File: config.mk
export PLATFORM = sky130hd
export DESIGN_NAME = mrd_window_table
export DESIGN_NICKNAME = d
export VERILOG_FILES = /design/src/hw/rtl/mrd_pkg.sv /design/src/hw/rtl/mrd_window_table.sv
export SDC_FILE = /design/constraint.sdc
export NUM_CORES = 2
export LEC_CHECK = 0
export ABC_AREA = 1
export BUFFER_PORTS_ARGS = -buffer_cell sky130_fd_sc_hd__buf_2
export CORE_ASPECT_RATIO = 0.5
export CORE_UTILIZATION = 25
export CTS_CLUSTER_DIAMETER = 120
export DETAILED_ROUTE_END_ITERATION = 12
export HOLD_SLACK_MARGIN = 0.15
export PLACE_DENSITY = 0.47
export REMOVE_ABC_BUFFERS = 1
export SYNTH_ARGS = -nofsm -noshare
export SYNTH_HDL_FRONTEND = slang
export SYNTH_SLANG_ARGS = --single-unit
File: constraint.sdc
create_clock -name i_clk -period 10.45 [get_ports i_clk]
set_input_delay 1.045 -clock i_clk [delete_from_list [all_inputs] [get_ports i_clk]]
set_output_delay 1.045 -clock i_clk [all_outputs]
set_load 0.05 [all_outputs]
File: src/hw/rtl/mrd_pkg.sv
// mrd_pkg: shared constants, codes and payload types of the MMIO region decoder.
// No dependencies; every other file in hw/rtl refers to it by scoped names.
`timescale 1ns / 1ps

package mrd_pkg;

    // Sizing of the window table and the backing store.
    // POOL_BYTES and PAGE_BYTES are powers of two.
    localparam int NUM_WINDOWS = 16;
    localparam int POOL_BYTES  = 65536;
    localparam int PAGE_BYTES  = 4096;

    localparam int WIN_IW  = $clog2(NUM_WINDOWS);
    localparam int COUNT_W = $clog2(NUM_WINDOWS + 1);
    localparam int POOL_AW = $clog2(POOL_BYTES);
    localparam int PN_W    = $clog2(POOL_BYTES + 1);

    // Store rows: eight byte lanes per row
    localparam int LANES      = 8;
    localparam int LANE_IW    = $clog2(LANES);
    localparam int ROW_AW     = POOL_AW - LANE_IW;
    localparam int STORE_ROWS = POOL_BYTES / LANES;

    // Field widths
    localparam int OP_W     = 2;
    localparam int ADDR_W   = 32;
    localparam int SIZE_W   = 17;
    localparam int LEN_W    = 4;
    localparam int DATA_W   = 64;
    localparam int STATUS_W = 2;
    localparam int REGION_W = 4;
    localparam int OFFSET_W = 16;
    localparam int CFG_W    = 32;
    localparam int CFG_IW   = 2;

    // Operation codes
    localparam logic [OP_W-1:0] OP_ADD   = 2'd0;
    localparam logic [OP_W-1:0] OP_READ  = 2'd1;
    localparam logic [OP_W-1:0] OP_WRITE = 2'd2;
    localparam logic [OP_W-1:0] OP_RSVD  = 2'd3;

    // Result status codes
    localparam logic [STATUS_W-1:0] ST_OK       = 2'd0;
    localparam logic [STATUS_W-1:0] ST_UNMAPPED = 2'd1;
    localparam logic [STATUS_W-1:0] ST_CONFLICT = 2'd2;
    localparam logic [STATUS_W-1:0] ST_FULL     = 2'd3;

    // Configuration register indexes and reset values
    localparam logic [CFG_IW-1:0] CFG_MEM_BASE = 2'd0;
    localparam logic [CFG_IW-1:0] CFG_MEM_SIZE = 2'd1;
    localparam logic [CFG_W-1:0]  MEM_BASE_RST = 32'h8000_0000;
    localparam logic [CFG_W-1:0]  MEM_SIZE_RST = 32'h0800_0000;

    typedef struct packed {
        logic [OP_W-1:0]   op;
        logic [ADDR_W-1:0] addr;
        logic [SIZE_W-1:0] size;
        logic [LEN_W-1:0]  len;
        logic [DATA_W-1:0] wdata;
    } t_in_item;

    typedef struct packed {
        logic [STATUS_W-1:0] status;
        logic [REGION_W-1:0] region;
        logic [OFFSET_W-1:0] offset;
        logic [DATA_W-1:0]   rdata;
    } t_out_item;

    typedef logic [LANES-1:0][7:0] t_row;

    // Outcome of the add checks
    typedef struct packed {
        logic [STATUS_W-1:0] status;
        logic [REGION_W-1:0] region;
        logic [OFFSET_W-1:0] offset;
    } t_add_res;

    // Address lookup outcome
    typedef struct packed {
        logic              mapped;
        logic [WIN_IW-1:0] idx;
    } t_hit;

    // Fields of the selected window
    typedef struct packed {
        logic [ADDR_W-1:0]  low;
        logic [POOL_AW-1:0] base;
    } t_sel;

endpackage

File: src/hw/rtl/mrd_window_table.sv
// mrd_window_table: window bounds and slice bases, fill count, pool pointer,
// add checks and address lookup. Depends on mrd_pkg.
`timescale 1ns / 1ps

module mrd_window_table (
    input  logic                              i_clk,
    input  logic                              i_rst_n,
    input  logic [mrd_pkg::ADDR_W-1:0]        i_addr,
    input  logic [mrd_pkg::ADDR_W:0]          i_hi,
    input  logic [mrd_pkg::SIZE_W-1:0]        i_size,
    input  logic [mrd_pkg::CFG_W-1:0]         i_mem_base,
    input  logic [mrd_pkg::CFG_W-1:0]         i_mem_size,
    input  logic                              i_commit,
    input  logic [mrd_pkg::WIN_IW-1:0]        i_sel_idx,
    output mrd_pkg::t_add_res                 o_add,
    output mrd_pkg::t_hit                     o_hit,
    output mrd_pkg::t_sel                     o_sel
);

    localparam int SUM_W =
        ((mrd_pkg::PN_W > mrd_pkg::SIZE_W) ? mrd_pkg::PN_W : mrd_pkg::SIZE_W) + 2;

    logic [mrd_pkg::ADDR_W-1:0]  r_low  [mrd_pkg::NUM_WINDOWS];
    logic [mrd_pkg::ADDR_W-1:0]  r_high [mrd_pkg::NUM_WINDOWS];
    logic [mrd_pkg::POOL_AW-1:0] r_base [mrd_pkg::NUM_WINDOWS];
    logic [mrd_pkg::COUNT_W-1:0] r_count;
    logic [mrd_pkg::PN_W-1:0]    r_pool_next;

    logic [mrd_pkg::NUM_WINDOWS-1:0] live;
    logic [mrd_pkg::NUM_WINDOWS-1:0] hit;
    logic [mrd_pkg::NUM_WINDOWS-1:0] meet;
    logic [mrd_pkg::ADDR_W:0]        mem_hi;
    logic                            bad;
    logic                            full;
    logic                            pool_full;
    logic [SUM_W-1:0]                sum;
    logic [SUM_W-1:0]                rnd;
    logic [SUM_W-1:0]                nx;
    logic [mrd_pkg::WIN_IW-1:0]      hit_idx;

    // Per-entry compares against the live entries
    always_comb begin
        for (int i = 0; i < mrd_pkg::NUM_WINDOWS; i++) begin
            live[i] = mrd_pkg::COUNT_W'(i) < r_count;
            hit[i]  = live[i] && (i_addr >= r_low[i]) && (i_addr <= r_high[i]);
            meet[i] = live[i] && ({1'b0, i_addr} <= {1'b0, r_high[i]})
                      && ({1'b0, r_low[i]} <= i_hi);
        end
    end

    // Windows never overlap, so at most one entry hits
    always_comb begin
        hit_idx = '0;
        for (int i = 0; i < mrd_pkg::NUM_WINDOWS; i++) begin
            if (hit[i]) begin
                hit_idx = mrd_pkg::WIN_IW'(i);
            end
        end
    end

    assign o_hit.mapped = |hit;
    assign o_hit.idx    = hit_idx;

    // Add checks: empty or wrapping window, main memory touch, table, overlap, pool
    assign mem_hi = {1'b0, i_mem_base} + {1'b0, i_mem_size} - (mrd_pkg::ADDR_W + 1)'(1);
    assign bad    = (i_size == '0) || i_hi[mrd_pkg::ADDR_W]
                    || ((i_mem_size != '0) && ({1'b0, i_addr} <= mem_hi)
                        && ({1'b0, i_mem_base} <= i_hi));
    assign full   = r_count >= mrd_pkg::COUNT_W'(mrd_pkg::NUM_WINDOWS);

    // Pool pointer moves past the slice, rounded up to a page and saturated
    assign sum       = SUM_W'(r_pool_next) + SUM_W'(i_size);
    assign pool_full = sum > SUM_W'(mrd_pkg::POOL_BYTES);
    assign rnd       = (sum + SUM_W'(mrd_pkg::PAGE_BYTES - 1))
                       & ~SUM_W'(mrd_pkg::PAGE_BYTES - 1);
    assign nx        = (rnd > SUM_W'(mrd_pkg::POOL_BYTES)) ?
                       SUM_W'(mrd_pkg::POOL_BYTES) : rnd;

    always_comb begin
        if (bad) begin
            o_add.status = mrd_pkg::ST_CONFLICT;
        end else if (full) begin
            o_add.status = mrd_pkg::ST_FULL;
        end else if (|meet) begin
            o_add.status = mrd_pkg::ST_CONFLICT;
        end else if (pool_full) begin
            o_add.status = mrd_pkg::ST_FULL;
        end else begin
            o_add.status = mrd_pkg::ST_OK;
        end
        o_add.region = mrd_pkg::REGION_W'(r_count[mrd_pkg::WIN_IW-1:0]);
        o_add.offset = mrd_pkg::OFFSET_W'(r_pool_next);
    end

    // Selected entry for offset forming
    assign o_sel.low  = r_low[i_sel_idx];
    assign o_sel.base = r_base[i_sel_idx];

    // Count and pool pointer
    always_ff @(posedge i_clk) begin
        if (!i_rst_n) begin
            r_count     <= '0;
            r_pool_next <= '0;
        end else if (i_commit) begin
            r_count     <= r_count + mrd_pkg::COUNT_W'(1);
            r_pool_next <= mrd_pkg::PN_W'(nx);
        end
    end

    // Entry write at the fill position
    always_ff @(posedge i_clk) begin
        if (i_commit) begin
            r_low[r_count[mrd_pkg::WIN_IW-1:0]]  <= i_addr;
            r_high[r_count[mrd_pkg::WIN_IW-1:0]] <= i_hi[mrd_pkg::ADDR_W-1:0];
            r_base[r_count[mrd_pkg::WIN_IW-1:0]] <= mrd_pkg::POOL_AW'(r_pool_next);
        end
    end

endmodule

==> results.txt <==
- Run status: finished, final reports clean
* Number of hold violations in the final report: 0
* Antenna violations before repair: 37
- Top Layer Used: met5
- The worst setup path is captured at an output port.
- The core region is around 320000 sq um.
- Area share of the leading cell type in the synthesized netlist: 0.407
- Total number of vias: around 64000
* Horizontal extent of the die: approximately 800 um
- By count the netlist is led by ha_1, inv_1, nand2_1.
* Cell count after synthesis: 8482
- By startpoint and endpoint, the worst setup path is classified as input pin to output port.
- Entering global routing, the biggest net connects 163 pins.
* All-layer global routing usage: 0.178
- Data on the critical path arrives at its endpoint at 5.95 ns.
* Crit-path leading delay family: simple AND/OR/NAND/NOR gates
- In this run the critical register-to-register path is launched from r_count[1].
* Crit path max fanout: 3
- RSZ-0062 raised after global routing: false
- The first global-routing pass estimated 422000 um of wire.
- Clock sink count: 1098
- In this run, the number of DRC markers left after iteration 0 of detailed routing was 4721.
* Number of antenna-violating nets in the routed design: 0
- Hold repair after CTS inserted 0 buffers.
- The completed layout was analyzed and its total power is 11.9 mW.
* Skew-Pair Late Insertion Delay: 0.83 ns
* Final WS setup: 3.45 ns
- Total number of yosys warnings: 0
* Number of instances resized during post-cts repair: 0
* Final-report max-slew violation count: 0
* Final worst path period share: 0.670
- Clock-pin slew of the registers on the worst-case setup and hold paths: 0.06 ns
- For this run the aggregate overflow at the end of global routing stands at 0.
- The first TritonRoute pass finished after 6 iterations.
* Relative slew slack: 0.234
- IR Drop Worst-Case VDD: 0.106 mV
- Detailed placer's ending HPWL: between 200000 and 250000 um
- Startpoint of the worst setup timing path: i_mem_base[1]
* Detailed-route wire length on metal 1: 127000 um
- The largest individual stage delay along the critical path comes from the cell nand2_1.
- Initial core utilization: 0.252
* Netlist Area Pre-Place: 80200 sq um
- Among all flip-flop cells after synthesis, the most frequent one is edfxtp_1.
- For this run, the share of the core covered by cells in the final layout is 0.289.
- RR Endpoint: r_low[11][0]
- Compared with the post-synthesis result, the final layout area differs by 14.4%.
- Slack of the worst reg-to-reg path: 7.19 ns
- Worst Setup Start Kind: input pin
- Design Area, Final: 91800 sq um
- In the routed layout, each cell is associated on average with a via count of 4.82.
- The floorplan step defined a die boundary enclosing roughly 320000 sq um.
- The cell that appears most often on the critical path is nand2_1.
* NumNets Final: 10700
- In the detailed route, the total length drawn on met3 is 13100 um.
- Between clock sinks in the finished design, the worst skew comes to 0.0779 ns.
- On the worst path, the slowest cell contributes a delay of about 0.60 ns.
- During I/O placement, the number of pins put on the boundary was roughly 230.
* CTS buffer count: approximately 140
* Fraction of the yosys area taken by sequential cells: 0.410
- Hold Path Class: flip-flop to flip-flop
- Minimum clock period after layout: about 7.0 ns
* Cell types with the largest area share after synthesis: edfxtp_1, ha_1, inv_1, a21oi_1, nand2_1
- In this run the number of H-tree levels came out at 4.
* Clock tree from TritonCTS: yes
- Avg Inst Size Synth: approximately 9.5 sq um
- Largest area contributor in the synthesized netlist: edfxtp_1
* Placer's final routability congestion estimate: 0.893
- After detailed routing, the average wire length per cell comes to 22.6 um.
- The number of different library cells used by synthesis comes to 64.
- Leakage power figure: 41.7 nW
- In the final layout, the share of cells above drive strength 1 is 0.0650.
- The number of global-route vias before repair was 63000.
* Number of buffer and inverter instances along the worst setup path: 4
* Tightest Pin Transition: about 1.1 ns
* Maximum count of clock buffers along a single path: 4
- At the placement stage, the worst setup path has a slack of 3.39 ns.
* Setup_tns: 0 ns
- After detailed routing, the total wire length is 297000 um.
* Data required time of the critical path: 9.41 ns
- Setup violations remaining at the end of the flow were counted as 0.
- After detailed placement, the total cell area comes to 87200 sq um.
- Worst Reg2Reg Path Length in Cells: 4
* PortBufs: 203
- Critical path depth in cells: 37
* EDFF count, synth: 1088
* Highest clock rate: 143 MHz
* FP Rows: 146
- In this run the power density over the cells is 130 nW/um^2.
- Post-CTS timing repair inserted 0 buffers for setup.
* Drt drc: 0
- For this run, asynchronously set or reset flops after synthesis account for 0.
- The critical path ends at o_add[20].
* Most common cell in the synthesized netlist: ha_1
- Clock tree root buffer cell: clkbuf_16
* Seq cells post-synth: approximately 1100
- The die is 403 um tall.
* Met2 WL: 142000 um
- Number of max-cap violations: 0
## power breakdown
part	switching, mW	internal, mW	leakage (nW)
Combinational	1.37	0.582	29.6
Clock	2.05	3.00	2.22
Sequential	0.0322	4.90	9.91
Total	3.45	8.48	41.7
## registers in the layout, indices dropped and copies added, names as in the netlist
name / count
r_high: 512
r_pool_next: 5
r_low: 512
r_count: 5
r_base: 64
## cells by family (layout without fill, tap and decap cells)
kind of cell | Yosys count | after routing | share of synthesized area
AO/OA/AOI/OAI | 1932 | 1932 | 0.133
XOR/XNOR | 31 | 31 | 0.00338
adder cells (fa/ha/maj) | 1674 | 1674 | 0.261
buffers and inverters | 1631 | 2069 | 0.0779
flip-flops | 1098 | 1098 | 0.410
multiplexers | 16 | 16 | 0.00200
other | 1 | 40 | 0.0000467
AND/OR/NAND/NOR | 2099 | 2099 | 0.112
## placed cells by master (no fill, tap or decap), drive strengths merged, types with 161 or more instances in the layout
cell	netlist	layout
nand2	1193	1193
a21oi	1069	1069
o21ai	511	511
ha	1672	1672
clkbuf	91	177
nand3	161	161
nor2	367	367
buf	57	340
nand4	198	198
edfxtp	1088	1088
inv	1480	1483
## metrics by stage
stage | std cells | hold WS, ns
floorplan | 8357 | 0.486
global placement | 12900 | 0.511
detailed placement | 12900 | 0.521
CTS | 13200 | 0.528
global route | 13200 | 0.553
finish | 13200 | 0.526
## area by class of cell
| cell class | count | area (sq um) |
|---|---|---|
| Antenna cell | 16 | 40.0 |
| Clock buffer | 176 | 3810 |
| Clock inverter | 69 | 764 |
| Fill cell | 33400 | 226000 |
| Inverter | 1483 | 5570 |
| Multi-Input combinational cell | 5776 | 41300 |
| Sequential cell | 1098 | 32900 |
| Tap cell | 4218 | 5280 |
| Timing Repair Buffer | 341 | 2150 |
## tightest hold or removal path, cell delays in order (launching register included)
cell and delay [ns]:
dfxtp_1 0.33, o221ai_1 0.11, inv_1 0.06
## per-layer routing
layer,GRT usage,vias to the layer above
met5,0,-
met4,0.0834,6
met3,0.0183,488
met2,0.310,1525
met1,0.222,30800
li1,-,30700
## how the worst min path moves through the flow
stage / from / end / slack, ns / depth (start not counted)
after global placement: r_pool_next[16] / r_pool_next[16] / 0.51 / 2
after global routing: i_addr[30] / r_low[9][30] / 0.55 / 1
after floorplan: r_pool_next[16] / r_pool_next[16] / 0.49 / 2
after detailed placement: r_pool_next[16] / r_pool_next[16] / 0.52 / 2
final: r_pool_next[16] / r_pool_next[16] / 0.53 / 2
after CTS: i_rst_n / r_count[0] / 0.53 / 3
(Power assumes the default switching activity.)
